[src/sv/sfr_pkg.sv]
`timescale 1ns / 1ps

package sfr_pkg;

  // downstream queue size, free space above it counts as this much
  localparam int QUEUE_BYTES = 2048;

  localparam int BYTE_W      = 8;
  localparam int ROOM_W      = 12;
  localparam int COUNT_W     = 9;
  localparam int SIZE_W      = 10;
  localparam int BAD_W       = 3;
  localparam int ROOM_EXT_W  = 17;
  localparam int KIND_W      = 2;
  localparam int VERDICT_W   = 2;

  // special bytes
  localparam logic [BYTE_W-1:0] SOF_BYTE   = 8'h01;
  localparam logic [BYTE_W-1:0] ACK_BYTE   = 8'h06;
  localparam logic [BYTE_W-1:0] NAK_BYTE   = 8'h15;
  localparam logic [BYTE_W-1:0] CAN_BYTE   = 8'h18;
  localparam logic [BYTE_W-1:0] CHECK_INIT = 8'hFF;

  localparam logic [SIZE_W-1:0] MIN_FRAME  = 10'd3;
  localparam logic [SIZE_W-1:0] LEN_EXTRA  = 10'd2;
  localparam logic [BAD_W-1:0]  BAD_MAX    = 3'd7;
  localparam logic [BAD_W-1:0]  BAD_LIMIT  = 3'd3;

  // byte kinds
  localparam logic [KIND_W-1:0] KIND_DISCARD = 2'd0;
  localparam logic [KIND_W-1:0] KIND_FRAME   = 2'd1;
  localparam logic [KIND_W-1:0] KIND_CONTROL = 2'd2;
  localparam logic [KIND_W-1:0] KIND_PROG    = 2'd3;

  // frame verdicts
  localparam logic [VERDICT_W-1:0] VERDICT_NONE      = 2'd0;
  localparam logic [VERDICT_W-1:0] VERDICT_ACCEPT    = 2'd1;
  localparam logic [VERDICT_W-1:0] VERDICT_MALFORMED = 2'd2;
  localparam logic [VERDICT_W-1:0] VERDICT_DROPPED   = 2'd3;

  typedef struct packed {
    logic [BYTE_W-1:0] rx_byte;
    logic [ROOM_W-1:0] queue_room;
  } item_t;

  typedef struct packed {
    logic [BYTE_W-1:0]    data_byte;
    logic [KIND_W-1:0]    byte_kind;
    logic [VERDICT_W-1:0] verdict;
    logic                 chip_reset;
  } result_t;

endpackage

[src/sv/sfr_input_stage.sv]
`timescale 1ns / 1ps

module sfr_input_stage (
  input  logic           clk,
  input  logic           rst,
  input  logic           in_valid,
  output logic           in_ready,
  input  logic [7:0]     rx_byte,
  input  logic [11:0]    queue_room,
  input  logic           advance,
  output logic           hold_valid,
  output sfr_pkg::item_t hold_item
);
  import sfr_pkg::*;

  assign in_ready = !hold_valid || advance;

  always_ff @(posedge clk) begin
    if (rst) begin
      hold_valid <= 1'b0;
    end else if (in_ready) begin
      hold_valid <= in_valid;
    end
  end

  always_ff @(posedge clk) begin
    if (in_ready && in_valid) begin
      hold_item.rx_byte    <= rx_byte;
      hold_item.queue_room <= queue_room;
    end
  end

endmodule

[src/sv/sfr_frame_engine.sv]
`timescale 1ns / 1ps

module sfr_frame_engine (
  input  logic             clk,
  input  logic             rst,
  input  logic             programming_mode,
  input  logic             step,
  input  sfr_pkg::item_t   item,
  output sfr_pkg::result_t result
);
  import sfr_pkg::*;

  logic [COUNT_W-1:0]    byte_count, byte_count_next;
  logic [BYTE_W-1:0]     frame_length, frame_length_next;
  logic [BYTE_W-1:0]     running_check, running_check_next;
  logic [BAD_W-1:0]      bad_frame_count, bad_frame_count_next;

  logic [BYTE_W-1:0]     len_now;
  logic [SIZE_W-1:0]     size;
  logic [SIZE_W-1:0]     total;
  logic [SIZE_W-1:0]     idx_inc;
  logic [ROOM_EXT_W-1:0] room_ext;
  logic [ROOM_EXT_W-1:0] room;
  logic [BAD_W-1:0]      bad_inc;

  // length byte is taken straight from the held word on the second frame byte
  assign len_now  = (byte_count == COUNT_W'(1)) ? item.rx_byte : frame_length;
  assign size     = SIZE_W'(len_now) + LEN_EXTRA;
  assign total    = (size < MIN_FRAME) ? MIN_FRAME : size;
  assign idx_inc  = SIZE_W'(byte_count) + SIZE_W'(1);
  assign room_ext = ROOM_EXT_W'(item.queue_room);
  assign room     = (room_ext > ROOM_EXT_W'(QUEUE_BYTES)) ? ROOM_EXT_W'(QUEUE_BYTES)
                                                         : room_ext;
  assign bad_inc  = (bad_frame_count < BAD_MAX) ? bad_frame_count + BAD_W'(1)
                                                : bad_frame_count;

  always_comb begin
    byte_count_next      = byte_count;
    frame_length_next    = frame_length;
    running_check_next   = running_check;
    bad_frame_count_next = bad_frame_count;
    result.data_byte     = item.rx_byte;
    result.byte_kind     = KIND_DISCARD;
    result.verdict       = VERDICT_NONE;
    result.chip_reset    = 1'b0;

    if (programming_mode) begin
      result.byte_kind = KIND_PROG;
    end else if (byte_count == '0) begin
      if (item.rx_byte == SOF_BYTE) begin
        result.byte_kind   = KIND_FRAME;
        byte_count_next    = COUNT_W'(1);
        running_check_next = CHECK_INIT;
      end else if (item.rx_byte == ACK_BYTE || item.rx_byte == NAK_BYTE ||
                   item.rx_byte == CAN_BYTE) begin
        result.byte_kind = KIND_CONTROL;
      end
    end else begin
      result.byte_kind  = KIND_FRAME;
      frame_length_next = len_now;
      if (idx_inc < total) begin
        running_check_next = running_check ^ item.rx_byte;
        byte_count_next    = idx_inc[COUNT_W-1:0];
      end else begin
        if (room < ROOM_EXT_W'(size)) begin
          result.verdict = VERDICT_DROPPED;
        end else if (size >= MIN_FRAME && running_check == item.rx_byte) begin
          result.verdict       = VERDICT_ACCEPT;
          bad_frame_count_next = '0;
        end else begin
          result.verdict       = VERDICT_MALFORMED;
          bad_frame_count_next = bad_inc;
          result.chip_reset    = (bad_inc > BAD_LIMIT);
        end
        byte_count_next    = '0;
        running_check_next = CHECK_INIT;
      end
    end
  end

  always_ff @(posedge clk) begin
    if (rst) begin
      byte_count      <= '0;
      frame_length    <= '0;
      running_check   <= CHECK_INIT;
      bad_frame_count <= '0;
    end else if (step) begin
      byte_count      <= byte_count_next;
      frame_length    <= frame_length_next;
      running_check   <= running_check_next;
      bad_frame_count <= bad_frame_count_next;
    end
  end

endmodule

[src/sv/serial_frame_receiver_top.sv]
`timescale 1ns / 1ps

// channel | direction | handshake             | word
// --------+-----------+-----------------------+---------------------------------------
// in      | in        | in_valid / in_ready   | rx_byte, queue_room
// out     | out       | out_valid / out_ready | data_byte, byte_kind, verdict, chip_reset
// cfg     | in        | cfg_valid / cfg_ready | programming_mode
//
// one word in and one word out per cycle while out_ready stays high; a word that is taken passes
// the input register, then the result register, set by the single frame engine step
// rst (synchronous) empties both registers, leaves the receiver idle with the check at
// 0xff, bad frame count zero and regular mode selected
// a stall on out_ready holds the result register; in_ready then falls only once the
// input register also holds a word, so one word can wait behind a pending result
module serial_frame_receiver_top (
  input  logic        clk,
  input  logic        rst,
  // byte input
  input  logic        in_valid,
  output logic        in_ready,
  input  logic [7:0]  rx_byte,
  input  logic [11:0] queue_room,
  // result output
  output logic        out_valid,
  input  logic        out_ready,
  output logic [7:0]  data_byte,
  output logic [1:0]  byte_kind,
  output logic [1:0]  verdict,
  output logic        chip_reset,
  // mode register write
  input  logic        cfg_valid,
  output logic        cfg_ready,
  input  logic        programming_mode
);
  import sfr_pkg::*;

  logic    mode;        // current mode register
  logic    out_load;    // result register free or being emptied this cycle
  logic    hold_valid;  // input register holds a word
  logic    step;        // word moves from input register through the engine
  item_t   hold_item;
  result_t res;

  // mode register, always ready
  assign cfg_ready = 1'b1;

  always_ff @(posedge clk) begin
    if (rst) begin
      mode <= 1'b0;
    end else if (cfg_valid) begin
      mode <= programming_mode;
    end
  end

  assign out_load = !out_valid || out_ready;
  assign step     = hold_valid && out_load;

  // input register
  sfr_input_stage u_input (
    .clk        (clk),
    .rst        (rst),
    .in_valid   (in_valid),
    .in_ready   (in_ready),
    .rx_byte    (rx_byte),
    .queue_room (queue_room),
    .advance    (out_load),
    .hold_valid (hold_valid),
    .hold_item  (hold_item)
  );

  // framing, checksum and verdict logic with the receiver state
  sfr_frame_engine u_engine (
    .clk              (clk),
    .rst              (rst),
    .programming_mode (mode),
    .step             (step),
    .item             (hold_item),
    .result           (res)
  );

  // result register
  always_ff @(posedge clk) begin
    if (rst) begin
      out_valid <= 1'b0;
    end else if (out_load) begin
      out_valid <= hold_valid;
    end
  end

  always_ff @(posedge clk) begin
    if (step) begin
      data_byte  <= res.data_byte;
      byte_kind  <= res.byte_kind;
      verdict    <= res.verdict;
      chip_reset <= res.chip_reset;
    end
  end

endmodule

[config.mk]
export PLATFORM = sky130hd
export DESIGN_NAME = serial_frame_receiver_top
export DESIGN_NICKNAME = d
export VERILOG_FILES = /design/src/sv/sfr_pkg.sv /design/src/sv/sfr_input_stage.sv /design/src/sv/sfr_frame_engine.sv /design/src/sv/serial_frame_receiver_top.sv
export SDC_FILE = /design/constraint.sdc
export NUM_CORES = 1
export LEC_CHECK = 0
export ABC_CLOCK_PERIOD_IN_PS = 5450
export BUFFER_PORTS_ARGS = -buffer_cell sky130_fd_sc_hd__buf_2
export CORE_UTILIZATION = 25
export CTS_BUF_LIST = sky130_fd_sc_hd__clkbuf_16
export CTS_CLUSTER_SIZE = 10
export DETAILED_ROUTE_END_ITERATION = 10
export PLACE_DENSITY_LB_ADDON = 0.25
export SLEW_MARGIN = 5
export SYNTH_ARGS = -nofsm -noshare
export SYNTH_HDL_FRONTEND = slang
export SYNTH_SLANG_ARGS = --single-unit
[constraint.sdc]
create_clock -name clk -period 5.45 [get_ports clk]
set_input_delay 0 -clock clk [delete_from_list [all_inputs] [get_ports clk]]
set_output_delay 0 -clock clk [all_outputs]
set_load 0.1 [all_outputs]
=== Yosys cells after proc, flatten, opt, wreduce, memory -nomap -nowiden ===
Index checks and enable logic that the tools add are counted.

* Bits in registers: 64
* Word-level logic and storage cells: 68
* Input port bits: 26
* Output and inout bits: 16

* Add/subtract/negate cells: 3
* Equal/unequal tests: 7
* $lt $le $gt $ge: 7
* Reduce and logical (&&, ||, !) cells: 16
* Muxes and demuxes: 16
* Bitwise operators: 5

{| class="wikitable"
|+ Operator list
! cell !! number
|-
| 8-bit two-way mux || 4
|-
| 9-bit two-way mux || 3
|-
| 17-bit by 10-bit less-than comparator with 1-bit output || 1
|-
| 8-bit by 5-bit == test with 1-bit output (second input constant) || 2
|-
| 12-bit greater-than comparator (second input constant) || 1
|-
| 12-bit two-way mux || 1
|-
| 9-bit by 1-bit adder with 10-bit output (second input constant) || 1
|-
| 10-bit by 2-bit >= comparator with 1-bit output (second input constant) || 1
|-
| 10-bit less-than comparator || 1
|-
| 10-bit by 2-bit less-than comparator with 1-bit output (second input constant) || 1
|-
| 10-bit two-way mux || 1
|-
| 2-bit two-way mux || 5
|-
| 8-bit by 2-bit adder with 9-bit output (second input constant) || 1
|-
| 9-bit by 1-bit == test with 1-bit output (second input constant) || 1
|-
| 9-bit zero test || 1
|-
| 8-bit by 1-bit == test with 1-bit output (second input constant) || 1
|-
| 8-bit by 3-bit == test with 1-bit output (second input constant) || 1
|-
| 8-bit == test || 1
|-
| 8-bit bitwise XOR || 1
|-
| 3-bit two-way mux || 2
|-
| 3-bit AND reduction || 2
|-
| 3-bit OR reduction || 2
|-
| 5-bit AND reduction || 1
|-
| 5-bit OR reduction || 1
|-
| other kinds (8) || 17
|}

=== Longest topological paths before layout ===
Gate-level depths: netlist of the first run.

* Word-level depth: 8
* Gate-level depth with buffers: 16
* Mapped depth without buffers: 15

=== By module ===
A second synthesis of the first run with hierarchy kept.

* Cells, all modules: 369
* Area, all modules: 3702.3 um^2

{| class="wikitable"
|+ By module, submodules not included
! module !! cells an instance !! area an instance (um^2) !! instances !! seq. area each (um^2)
|-
| sfr_frame_engine || 321 || 2556.2 || 1 || 560.5
|-
| sfr_input_stage || 25 || 655.6 || 1 || 620.6
|-
| serial_frame_receiver_top || 23 || 490.5 || 1 || 430.4
|}

=== Worst setup path before layout of the first run ===
Ideal clock, no wire load.

* Kind: register to register
* Start point: register u_engine.byte_count[5]
* End point: register u_engine.running_check[0]
* Arrival: 4.102 ns
* Stages on the path, launching flop included: 17
* Clock period less this slack: 4.219 ns
* Setup time: 0.117 ns
* Setup slack: 1.231 ns
* Cell sequence: dfxtp_1 -> buf_6 -> or4_1 -> buf_2 -> or3_1 -> a222oi_1 -> a21oi_1 -> nor3_2 -> a21oi_1 -> ha_1 -> and4_1 -> o211ai_1 -> o311ai_0 -> a211oi_1 -> buf_2 -> nand3_1 -> o22a_1

* Cells in the longest elaborated chain, start to end: 8

{| class="wikitable"
|+ RTL lines
! what !! RTL line !! text
|-
| start: declaration || sfr_frame_engine.sv:13 || <nowiki>logic [COUNT_W-1:0] byte_count, byte_count_next;</nowiki>
|-
| start signal: assignment || sfr_frame_engine.sv:88 || <nowiki>byte_count <= byte_count_next;</nowiki>
|-
| 9-bit by 1-bit == test with 1-bit output || sfr_frame_engine.sv:27 || <nowiki>assign len_now = (byte_count == COUNT_W'(1)) ? item.rx_byte : frame_length;</nowiki>
|-
| 8-bit two-way mux || sfr_frame_engine.sv:27 ||
|-
| 8-bit by 2-bit adder with 9-bit output || sfr_frame_engine.sv:28 || <nowiki>assign size = SIZE_W'(len_now) + LEN_EXTRA;</nowiki>
|-
| 10-bit by 2-bit less-than comparator with 1-bit output || sfr_frame_engine.sv:29 || <nowiki>assign total = (size < MIN_FRAME) ? MIN_FRAME : size;</nowiki>
|-
| 10-bit two-way mux || sfr_frame_engine.sv:29 ||
|-
| 10-bit less-than comparator || sfr_frame_engine.sv:61 || <nowiki>if (idx_inc < total) begin</nowiki>
|-
| 8-bit two-way mux || sfr_frame_engine.sv:61 ||
|-
| 8-bit two-way mux || sfr_frame_engine.sv:49 || <nowiki>end else if (byte_count == '0) begin</nowiki>
|-
| end signal: assignment || sfr_frame_engine.sv:90 || <nowiki>running_check <= running_check_next;</nowiki>
|-
| end: declaration || sfr_frame_engine.sv:15 || <nowiki>logic [BYTE_W-1:0] running_check, running_check_next;</nowiki>
|}

Parallel ways exist; a longest one is shown, timed or not.
A chain may end at the register's enable or synchronous reset.

=== Final worst setup path of the first run ===
* Start point: register u_engine.byte_count[0]
* End point: register chip_reset (data pin)

* Cells in the longest elaborated chain, start to end: 7

{| class="wikitable"
|+ RTL lines
! what !! RTL line !! text
|-
| 9-bit by 1-bit == test with 1-bit output || sfr_frame_engine.sv:27 ||
|-
| 8-bit two-way mux || sfr_frame_engine.sv:27 ||
|-
| 8-bit by 2-bit adder with 9-bit output || sfr_frame_engine.sv:28 ||
|-
| 10-bit by 2-bit less-than comparator with 1-bit output || sfr_frame_engine.sv:29 ||
|-
| 10-bit two-way mux || sfr_frame_engine.sv:29 ||
|-
| 10-bit less-than comparator || sfr_frame_engine.sv:61 ||
|-
| 5-bit OR reduction (no line) (*) || - ||
|-
| end signal: assignment || serial_frame_receiver_top.sv:95 || <nowiki>chip_reset <= res.chip_reset;</nowiki>
|-
| end: declaration || serial_frame_receiver_top.sv:29 || <nowiki>output logic chip_reset,</nowiki>
|}

Mark *: on every way between the ends. The rest lies on a longest branch, timed or not.

==> results by stage, run 1 <==
Outcome:
- The flow ran to the end, and the final reports show no timing, DRC or antenna violations.

Critical path:
- The worst setup path is launched from a register.
- STA puts the critical path data required time at between 5 and 6 ns.
- The maximum fanout along the worst path is 13.
- The path type of the worst setup path is register to register.
- For the worst setup path, the data arrival time is 4.65 ns.
- The critical path endpoint category is a register.
- For the worst flop-to-flop path, the logic depth is 16.

Timing:
- Setup repair after global routing left no endpoint under its margin.
- The highest clock rate is between 0.2 and 0.25 GHz.
- Setup slack closes at between 0.9 and 1 ns.
- The minimum clock period is ~4.5 ns.
- On the final layout, the worst clock skew is between 0.005 and 0.006 ns.
- The number of hold violations in the final report is 0.
- At the pin with the least slew margin, the transition time is 0.935 ns.
- Dividing the final minimum period by the clock period gives a little over 80%.
- The setup TNS is 0 ns.
- Measured against its own limit, the worst slew margin works out to 37.7%.
- Setup violations remaining at the end of the flow were counted as 0.
- The number of slew-limit violations in the final report is 0.

Synthesis:
- In this run the cell area of the synthesized design comes to about 3500 µm².
- After synthesis, the share of flip-flops with an asynchronous set or reset is 0%.
- When the netlist entered floorplanning its net count stood at 397.
- Ranked by total cell area, the synthesized netlist is headed by edfxtp_1 28%, dfxtp_1 18%, ha_1 7.2%.
- The most common flop cell mapped by yosys is edfxtp_1.
- The cell taking the most area after synthesis is edfxtp_1.
- The most frequent cell after synthesis is edfxtp_1.
- The average size of a mapped cell is 9.97 µm².
- The number of enable flip-flop cells after synthesis is 33.
- By count the netlist is led by 33 x edfxtp_1, 31 x dfxtp_1, 30 x nor2_1.
- The portion of the post-synthesis area used by sequential elements is between 40% and 50%.
- The share of Yosys cell area claimed by the top area cell type is approximately 28%.
- The synthesis warning total is 0.
- The count of different cell masters after synthesis is 55.
- The register bit total from synthesis is 64.
- In the synthesized netlist, the number of instances is 351.

Route:
- The count of vias placed by the detailed router is 2787.
- In this run the remaining antenna-violating nets after routing total 0.
- The routed wirelength normalized by instance count is ~14 µm.
- After detailed routing, the total wire length is between 8 and 9 mm.
- In the routed design, unresolved DRC markers number 0.
- The first-pass iteration count of the detailed router is 4.
- In this run, the number of DRC markers left after iteration 0 of detailed routing was between 200 and 250.
- The number of vias per cell after detailed routing is roughly 4.7.

GRT:
- The total global routing overflow is 0.
- Entering global routing, the biggest net connects 28 pins.
- Global routing used between 10 and 15% of the available tracks.
- The first global-routing pass estimated between 10 and 15 mm of wire.
- The number of global-route vias before repair is between 2000 and 3000.
- The number of antenna violations at the first check in global routing is 0.

Power and ir drop:
- Per report_power, the sequential group accounts for around 44% of the total.
- The worst IR drop on VDD is 0.155 mV.
- The power per cell area is ~270 nW/µm².
- In this run the static leakage power is between 1.5 and 2 nW.
- Internal power comes to a little over 0.9 mW.
- Of the total power, the share spent switching nets is 24.6%.
- The logic gate share of total power is ~8.5%.
- The share of total power in the clock network is 47.1%.
- The total chip power is around 1.2 mW.
- The switching component of the power is 0.297 mW.

Floorplanning:
- The number of placement rows is 42.
- The placeable core region is roughly 13000 µm².
- The starting density of the core is between 20% and 30%.
- In this run the vertical extent of the chip is between 100 and 150 µm.
- The top-level port count is 42.
- The die covers 14500 µm².
- The floorplan step set the die width to 120 µm.

Layout:
- At the end of the flow, the number of nets in the layout was between 400 and 500.
- The diode insertion count for antenna repair is 0.
- The area growth from synthesis to layout is 26.7%.
- Once layout is complete, the utilization of the core stands at 33.0%.
- The final instance area is between 4000 and 5000 µm².
- The share of cells above drive strength 1 is 17.4%.

Hold path:
- The type of the tightest min-delay check is input pin to register.
- Counting instances, the worst hold path has a depth of 2.

Placement:
- The final estimated routing congestion in global placement is 0.894.
- Buffers placed on the I/O ports in this run total 40.
- The pre-CTS worst setup slack is 0.983 ns.
- The final HPWL from detailed placement is around 6 mm.
- After detailed placement, the total cell area comes to slightly below 4000 µm².

Flow run:
- The number of maximum-capacitance violations is 0.

Clocking:
- CTS placed an instance of clkbuf_16 at the clock tree root.
- The total of cells resized after clock tree synthesis is 0.
- The number of buffers on the longest clock path is 2.
- The total clock buffers created by CTS is 9.
- The later pin in the worst-skew pair is clocked with a latency of approximately 0.34 ns.
- The number of sinks on the clock net is 64.
- After clock tree synthesis, the clock-pin slew on the worst setup and hold paths is 0.06 ns.
- TritonCTS built the clock tree.
- The maximum level of the CTS H-tree is 3.
worst paths after layout:
check,startpoint,endpoint,slack (ns)
hold reg to reg,u_engine.running_check[3],u_engine.running_check[3],0.51
setup / recovery,u_engine.byte_count[0],chip_reset,0.95
setup reg to reg,u_engine.byte_count[0],chip_reset,0.95
hold / removal,rst,u_engine.frame_length[2],0.13
placed cells by master, fill, tap and decap left out, drive strengths merged, types with 2 or more instances in the layout:
cell type,synthesis,layout
o22a,8,8
a31o,2,2
a21oi,16,16
nor3,8,8
o211ai,6,6
and2,2,2
or4,2,2
inv,16,17
nor2,30,30
dlygate4sd3,0,24
a31oi,9,9
clkbuf,13,9
nor4b,2,2
ha,20,20
and3,4,4
nor2b,12,12
a32oi,8,8
a221oi,2,2
o21ai,5,5
xnor2,20,20
mux2,3,3
nand4,8,8
buf,6,48
clkinv,0,4
or4b,2,2
nor4,4,4
edfxtp,33,33
or3,3,3
a211oi,2,2
nand3,9,9
and3b,2,2
dfxtp,31,31
xor2,6,6
nand2,27,27
nand2b,4,4
mux2i,10,10
through the flow:
stage	hold WS, ns	instances
2_1_floorplan	0.0989	351
3_3_place_gp	0.177	556
3_5_place_dp	0.178	556
4_1_cts	0.130	596
5_1_grt	0.154	596
6_report	0.130	596
kinds of logic after synthesis:
| kind of cell | Yosys count | synth area share, % |
|---|---|---|
| DFF | 64 | 46.0 |
| xor gates and xnor gates | 26 | 6.51 |
| other | 1 | 0.107 |
| buffers and inverters | 35 | 4.18 |
| and+or+nand+nor | 123 | 18.2 |
| adders and majority gates | 20 | 7.15 |
| AOI/OAI and AO/OA | 69 | 14.0 |
| muxes | 13 | 3.83 |
layout make-up:
| class | instances | area [µm²] |
|---|---|---|
| fill | 1405 | 9020 |
| multi-input combinational | 252 | 1750 |
| sequential | 64 | 1610 |
| timing repair buffer | 72 | 500 |
| clock buffer | 9 | 225 |
| tap | 176 | 220 |
| clock inverter | 7 | 71.3 |
| inverter | 16 | 60.1 |
flip-flops by register name, indices dropped and copies added, names as in the netlist:
signal,count
u_engine.byte_count,9
chip_reset,1
u_input.hold_item,20
u_engine.bad_frame_count,3
u_input.hold_valid,1
byte_kind,2
out_valid,1
mode,1
u_engine.running_check,8
verdict,2
data_byte,8
u_engine.frame_length,8
power by group through the flow:
stage | registers (mW) | clock network, mW | logic (mW)
2_1_floorplan | 0.572 | 0 | 0.0409
3_3_place_gp | 0.547 | 0 | 0.0892
3_5_place_dp | 0.548 | 0 | 0.0903
4_1_cts | 0.538 | 0.589 | 0.104
5_1_grt | 0.540 | 0.610 | 0.112
6_report | 0.537 | 0.569 | 0.103
worst max-delay path, stage by stage, from the launching register on:
cell and delay [ns]:
dfxtp_1 0.42, ha_1 0.20, or4b_1 0.55, or3_1 0.38
a222oi_1 0.32, buf_4 0.21, nand2_1 0.07, xnor2_1 0.18
a21oi_1 0.10, ha_1 0.29, and4_1 0.20, nand3_1 0.09
a211oi_1 0.26, a211oi_2 0.13, buf_4 0.21, or3_1 0.36
nor4b_1 0.33
what timing repair did:
action                                  in CTS  in global routing
hold endpoints to repair                    23                  0
setup buffers                                0                  0
hold buffers                                24                  0
endpoints found under the setup margin       0                  0
metal layers:
metal | vias up | GRT usage (%) | routed length, µm
li1 | 1422 | - | -
met1 | 1289 | 16.9 | 4050
met2 | 64 | 19.3 | 3650
met3 | 12 | 3.54 | 472
met4 | 0 | 5.17 | 144
met5 | - | 0 | 0
Note: power is estimated with default switching activity, not from simulation.
==> inputs of run 2 (changes only) <==
Settings changed: ABC_CLOCK_PERIOD_IN_PS 5450 to 4500.
Clock period 5.45 ns to 4.5 ns, I/O delays scaled along.
==> results by stage, run 2 (synthesized netlist as in run 1, its figures left out) <==
Layout:
- The final instance area is 4550 µm² (+2.6%).
- The area growth from synthesis to layout is 30.0%.
- The largest registers in the layout are u_input.hold_item x20, u_engine.byte_count x9.
- The post-layout net count is 470 (+2.0%).
- The diode insertion count for antenna repair is 0 (unchanged).
- The sequential standard cell area is 1610 µm² (about the same).
- In the layout the commonest cells are 40 x buf_2, 33 x edfxtp_1, 30 x nor2_1, 30 x dfxtp_1, 27 x nand2_1.
- The combined area of the multi-input logic cells is 1790 µm² (+2.4%).
- The most common cell after layout, fill and taps aside is buf_2.
- The share of cells above drive strength 1 was 21.0% (+3.6 points).
- The register ranked first by flip-flop count is u_input.hold_item.
- The count of filler cells inserted in the layout is 1422 (+1.2%).
- The flip-flop count of the largest register after layout is 20 (unchanged).

Power and ir drop:
- The power per cell area is 323 nW/µm² (+18%).
- The worst IR drop on VDD came to 0.188 mV (+21%).
- The total chip power was 1.47 mW (+21%).
- The leakage power summed over all cells is 1.83 nW (+3.5%).

Outcome:
- The run finished with clean final reports.

Clocking:
- The CTS tree is yes.
- The total clock buffers created by CTS is 9 (unchanged).
- The maximum level of the CTS H-tree came to 3 (unchanged).
- The clock insertion delay at the later pin of the skew report is 0.34 ns (about the same).
- The clock edge transition at the registers on the reported setup and hold paths is 0.06 ns (about the same).
- The root buffer cell chosen for the clock tree is clkbuf_16.
- The number of sinks on the clock net came to 64 (unchanged).
- The number of buffers on the longest clock path is 2 (unchanged).

Timing:
- The setup TNS is 0 ns (unchanged).
- The number of slew-limit violations in the final report is 0 (unchanged).
- The headroom to the max-slew limit is 36.7% (-0.95 points).
- The minimum clock period is 4.23 ns (-0.274 ns).
- The final period utilization is 94.0% (+11 points).
- The number of hold violations in the final report is 0 (unchanged).
- The hold slack is 0.130 ns (-0.000801 ns).
- The slew at the pin closest to its max-slew limit is 0.949 ns (+0.0142 ns).
- The final setup violation count came to 0 (unchanged).
- The highest clock rate is 0.236 GHz (+6.5%).
- The final clock skew was 0.00495 ns (-0.000448 ns).

Critical path:
- The worst reg2reg path depth is 15 (-1).
- The biggest cell delay along the critical path is 0.56 ns (about the same).
- The critical path is of the register to register type.
- The worst setup path startpoint is u_engine.byte_count[1].
- The count of buffering cells on the critical path with inverters included was 3 (+1).
- The critical path goes through inv_1, ha_1, or4b_4, or3_1, a222oi_1, buf_4, buf_4, o21ai_0, ha_1, nor4_1, o211ai_1, a2111oi_1, a21oi_2, nand3b_1, mux2_2.
- In this run the critical register-to-register path is captured at u_engine.bad_frame_count[1].
- STA classifies the critical path startpoint as a register.
- The register-to-register path setup slack is 0.27 ns (-0.68 ns).
- The data required time of the worst path is 4.73 ns (-0.86 ns).
- The instance count on the critical path was 15 (-1).
- The family with the most delay on the worst path is compound AO/OA/AOI/OAI gates.
- The arrival time at the worst endpoint is 4.46 ns (-0.19 ns).
- The critical path endpoint category is a register.
- The worst register-to-register path begins at u_engine.byte_count[1].
- The maximum fanout along the worst path came to 6 (-7).
- For this design, the slowest cell found on the critical path is a2111oi_1.

Route:
- The final wirelength was 8.58 mm (+3.1%).
- The initial DRC count was 160 (-24%).
- The number of vias per cell after detailed routing is 4.78 (+2.2%).
- The count of vias placed by the detailed router is 2892 (+3.8%).
- The DRC violation count after routing is 0 (unchanged).
- The number of nets with antenna violations after detailed routing is 0 (unchanged).
- The first-pass iteration count of the detailed router came to 4 (unchanged).
- The routed wirelength normalized by instance count is 14.2 µm (+1.6%).

Floorplanning:
- The area enclosed by the die boundary is 14500 µm² (unchanged).
- The starting density of the core came to 26.0% (unchanged).
- The height of the die was 120 µm (unchanged).
- The top-level port count is 42 (unchanged).
- The horizontal die dimension is 120 µm (unchanged).
- The placeable core region is 13500 µm² (unchanged).
- The number of placement rows is 42 (unchanged).

GRT:
- The global-route wire length before repair is 14.0 mm (-0.64%).
- The largest net degree at the start of global routing came to 28 (unchanged).
- The number of global-route vias before repair was 2781 (-0.11%).
- The total routing usage reported by global routing is 12.4% (-0.24 points).
- The total global routing overflow is 0 (unchanged).
- The number of antenna violations at the first check in global routing is 0 (unchanged).

Placement:
- The final HPWL from detailed placement is 6.13 mm (+1.4%).
- The placed instance area is 3910 µm² (+0.38%).
- The final estimated routing congestion in global placement is 0.813 (-9.1%).
- The count of buffers inserted at the top-level ports came to 40 (unchanged).

Hold path:
- In this run the worst hold path is classified as input pin to register.
- The endpoint with the worst hold slack is u_engine.frame_length[4].
- The number of cells on the worst hold path is 2 (unchanged).
- The startpoint of the tightest hold check path is rst.

Flow run:
- The number of maximum-capacitance violations came to 0 (unchanged).
[run 2: through the flow]
step / setup WS (ns) / util [%] / cells
floorplan: 0.281 / - / 351
global placement: 0.284 / 29.1 / 558
detailed placement: 0.165 / 29.1 / 558
CTS: 0.133 / 33.1 / 598
global route: -0.00332 / 33.8 / 605
finish: 0.270 / 33.8 / 605
[run 2: worst max-delay path by stage]
stage | slack, ns | to
2_1_floorplan | 0.28 | u_engine.running_check[0]
3_3_place_gp | 0.28 | chip_reset
3_5_place_dp | 0.17 | chip_reset
4_1_cts | 0.13 | chip_reset
5_1_grt | -0.003 | u_engine.bad_frame_count[1]
6_report | 0.27 | u_engine.bad_frame_count[1]
[run 2: final cells by class]
cell class | count | area share [%]
Timing Repair Buffer | 81 | 12.6
Clock buffer | 9 | 4.95
Tap cell | 176 | 4.84
Inverter | 16 | 1.32
Multi-Input combinational cell | 252 | 39.3
Clock inverter | 7 | 1.54
Sequential cell | 64 | 35.5
[run 2: metal layers]
layer | global-route usage [%] | share of wire, % | vias up
li1 | - | - | 1441
met1 | 16.5 | 49 | 1370
met2 | 19.3 | 45 | 67
met3 | 3.30 | 4.3 | 14
met4 | 4.63 | 1.4 | 0
met5 | 0 | 0 | -
[run 2: report_power, final]
group,total [mW],switching (mW),internal (mW),leakage [nW]
registers,0.646,0.0127,0.634,0.570
clock network,0.689,0.261,0.428,0.144
logic,0.132,0.0872,0.0450,1.12
[run 2: worst reg2reg max path, stage by stage (launching register included)]
cell and delay (ns):
dfxtp_1 0.35, inv_1 0.09, ha_1 0.16, or4b_4 0.50, or3_1 0.35, a222oi_1 0.35
buf_4 0.19, buf_4 0.10, o21ai_0 0.09, ha_1 0.20, nor4_1 0.30, o211ai_1 0.16
a2111oi_1 0.56, a21oi_2 0.21, nand3b_1 0.18, mux2_2 0.34
[run 2: what timing repair did]
item | in CTS | in global routing
endpoints found under the setup margin | 0 | 22
setup buffers | 0 | 6
hold buffers | 24 | 0
hold endpoints to repair | 23 | 0
resized for setup | 0 | 14
==> inputs of run 3 (changes only) <==
--- a/config.mk
+++ b/config.mk
@@ -13,2 +13,3 @@
 export DETAILED_ROUTE_END_ITERATION = 10
+export MAX_ROUTING_LAYER = met4
 export PLACE_DENSITY_LB_ADDON = 0.25
==> constraint.sdc (replaced) <==
create_clock -name clk -period 4.5 [get_ports clk]
set_input_delay 0.45 -clock clk [delete_from_list [all_inputs] [get_ports clk]]
set_output_delay 0.45 -clock clk [all_outputs]
set_load 0.1 [all_outputs]
==> results by stage, run 3 (synthesized netlist as in run 1, its figures left out) <==
Floorplanning:
- The horizontal die dimension came to 120 µm (unchanged).
- The placeable core region came to 13500 µm² (unchanged).
- The top-level port count came to 42 (unchanged).
- The area enclosed by the die boundary is 14500 µm² (unchanged).
- The number of placement rows was 42 (unchanged).
- The starting density of the core came to 26.0% (unchanged).
- The height of the die came to 120 µm (unchanged).

Layout:
- The final cell utilization of the core came to 32.0% (-1.8 points).
- In the final layout, the registers with the most flip-flops are u_input.hold_item x20, u_engine.byte_count x9.
- The final instance area came to 4300 µm² (-5.4%).
- The area growth from synthesis to layout is 23.0%.
- In the layout the commonest cells are 41 x buf_2, 33 x edfxtp_1, 30 x nor2_1, 30 x dfxtp_1, 27 x nand2_1.
- The diode insertion count for antenna repair was 0 (unchanged).
- The share of cells above drive strength 1 came to 21.0% (about the same).
- The flip-flop count of the largest register after layout was 20 (unchanged).
- The most common cell after layout, fill and taps aside is buf_2.
- The register with the most flip-flops in the final layout is u_input.hold_item.
- The post-layout net count is 446 (-5.1%).

Route:
- The final wirelength is 8.41 mm (-1.9%).
- The number of nets with antenna violations after detailed routing is 0 (unchanged).
- The DRC violation count after routing was 0 (unchanged).
- The routed wirelength normalized by instance count is 14.5 µm (+2.1%).
- The first-pass iteration count of the detailed router is 4 (unchanged).
- The initial DRC count is 196 (+23%).
- The count of vias placed by the detailed router came to 2790 (-3.5%).
- The number of vias per cell after detailed routing is 4.80 (+0.46%).

GRT:
- The largest net degree at the start of global routing is 28 (unchanged).
- The total routing usage reported by global routing is 12.5% (+0.084 points).
- The total global routing overflow is 0 (unchanged).
- The global-route wire length before repair is 13.5 mm (-3.5%).
- The number of global-route vias before repair was 2684 (-3.5%).
- The number of antenna violations at the first check in global routing came to 0 (unchanged).

Timing:
- The headroom to the max-slew limit is 37.8% (+1.0 points).
- The post-layout worst setup margin came to 0.206 ns (-0.0640 ns).
- The setup TNS was 0 ns (unchanged).
- The minimum clock period is 4.29 ns (+0.0640 ns).
- The number of slew-limit violations in the final report came to 0 (unchanged).
- The number of hold violations in the final report is 0 (unchanged).
- Setup repair after global routing could not meet its margin everywhere.
- The final clock skew is 0.00288 ns (-0.00207 ns).
- The highest clock rate came to 0.233 GHz (-1.5%).
- The final setup violation count is 0 (unchanged).
- The hold slack came to 0.294 ns (+0.165 ns).
- The final period utilization is 95.4% (+1.4 points).
- The slew at the pin closest to its max-slew limit was 0.933 ns (-0.0155 ns).

Clocking:
- TritonCTS built the clock tree.
- The number of sinks on the clock net is 64 (unchanged).
- The number of buffers on the longest clock path is 2 (unchanged).
- Clock tree synthesis selected as its root buffer the cell clkbuf_16.
- The clock insertion delay at the later pin of the skew report is 0.33 ns (about the same).
- The clock edge transition at the registers on the reported setup and hold paths is 0.05 ns (about the same).
- The maximum level of the CTS H-tree is 3 (unchanged).
- The total clock buffers created by CTS is 9 (unchanged).
- The post-cts hold buffer count came to 0 (-100%).

Placement:
- The count of buffers inserted at the top-level ports is 40 (unchanged).
- The placed instance area is 3920 µm² (+0.19%).
- The pre-CTS worst setup slack is 0.180 ns (+0.0149 ns).
- The final estimated routing congestion in global placement is 0.868 (+6.8%).
- The final HPWL from detailed placement is 6.20 mm (+1.0%).

Critical path:
- The worst setup path is of the register to register kind.
- The maximum fanout along the worst path came to 8 (+2).
- The worst setup path is launched from a register.
- The worst setup path is captured at a register.
- The data required time of the worst path is 4.72 ns (about the same).
- The arrival time at the worst endpoint is 4.51 ns (+0.05 ns).

Power and ir drop:
- The leakage power summed over all cells was 1.74 nW (-5.0%).
- The worst IR drop on VDD is 0.159 mV (-15%).
- The power per cell area was 345 nW/µm² (+6.8%).

Flow run:
- The number of maximum-capacitance violations came to 0 (unchanged).

Hold path:
- The path class of the tightest hold or removal check is input pin to register.

Outcome:
- The flow ran to the end, and the final reports show no timing, DRC or antenna violations.
[run 3: cell count changes in the layout (fill, tap and decap cells not counted), sizes merged]
cell         before  now
bufinv            1    2
dlygate4sd3      24    0
clkinv            3    2
[run 3: per-layer routing]
metal | vias up | GRT usage [%] | routed length [µm]
met5 | - | - | 0
met4 | 0 | 4.63 | 119
met3 | 10 | 3.30 | 454
met2 | 70 | 19.5 | 3750
met1 | 1313 | 15.6 | 4090
li1 | 1397 | - | -
[run 3: path summary, 6_finish.rpt]
check | slack [ns] | cells after the start | start | end
max | 0.21 | 18 | u_engine.byte_count[1] | u_engine.running_check[1]
min | 0.29 | 1 | queue_room[4] | u_input.hold_item[4]
max reg2reg | 0.21 | 18 | u_engine.byte_count[1] | u_engine.running_check[1]
min reg2reg | 0.51 | 1 | u_engine.running_check[3] | u_engine.running_check[3]
[run 3: repair_timing]
action | in CTS | in global routing
hold endpoints to repair | 0 | 0
setup buffers | 0 | 5
resized for setup | 0 | 6
setup endpoints to repair | 0 | 11
[run 3: cell type report]
cell class,instances,area [µm²]
well taps,176,220
fillers,1437,9150
inverters,16,60.1
flip-flops and latches,64,1610
multi-input cells,252,1770
clock buffers,9,225
clock inverters,7,88.8
repair buffers,57,329
[run 3: where the power goes]
part	switching (mW)	internal [mW]
sequential	0.0126	0.634
combinational	0.0837	0.0314
clock	0.242	0.480
total	0.338	1.15
[run 3: metrics by stage]
step / power (mW) / cells
floorplan: 0.742 / 351
global placement: 0.774 / 559
detailed placement: 0.775 / 559
CTS: 1.51 / 575
global route: 1.54 / 581
finish: 1.48 / 581
[run 3: critical path, stage by stage, from the launching register on]
cell and delay [ns]:
dfxtp_1 0.34, inv_1 0.08, ha_1 0.16, or4b_4 0.50, or3_1 0.35, a222oi_1 0.35
buf_4 0.20, nand2_1 0.09, xnor2_2 0.15, a21oi_1 0.16, ha_1 0.25, and4_1 0.19
o211ai_1 0.09, o311ai_0 0.18, a211oi_2 0.45, buf_4 0.20, nand3_2 0.05, buf_4 0.19
o22a_1 0.19
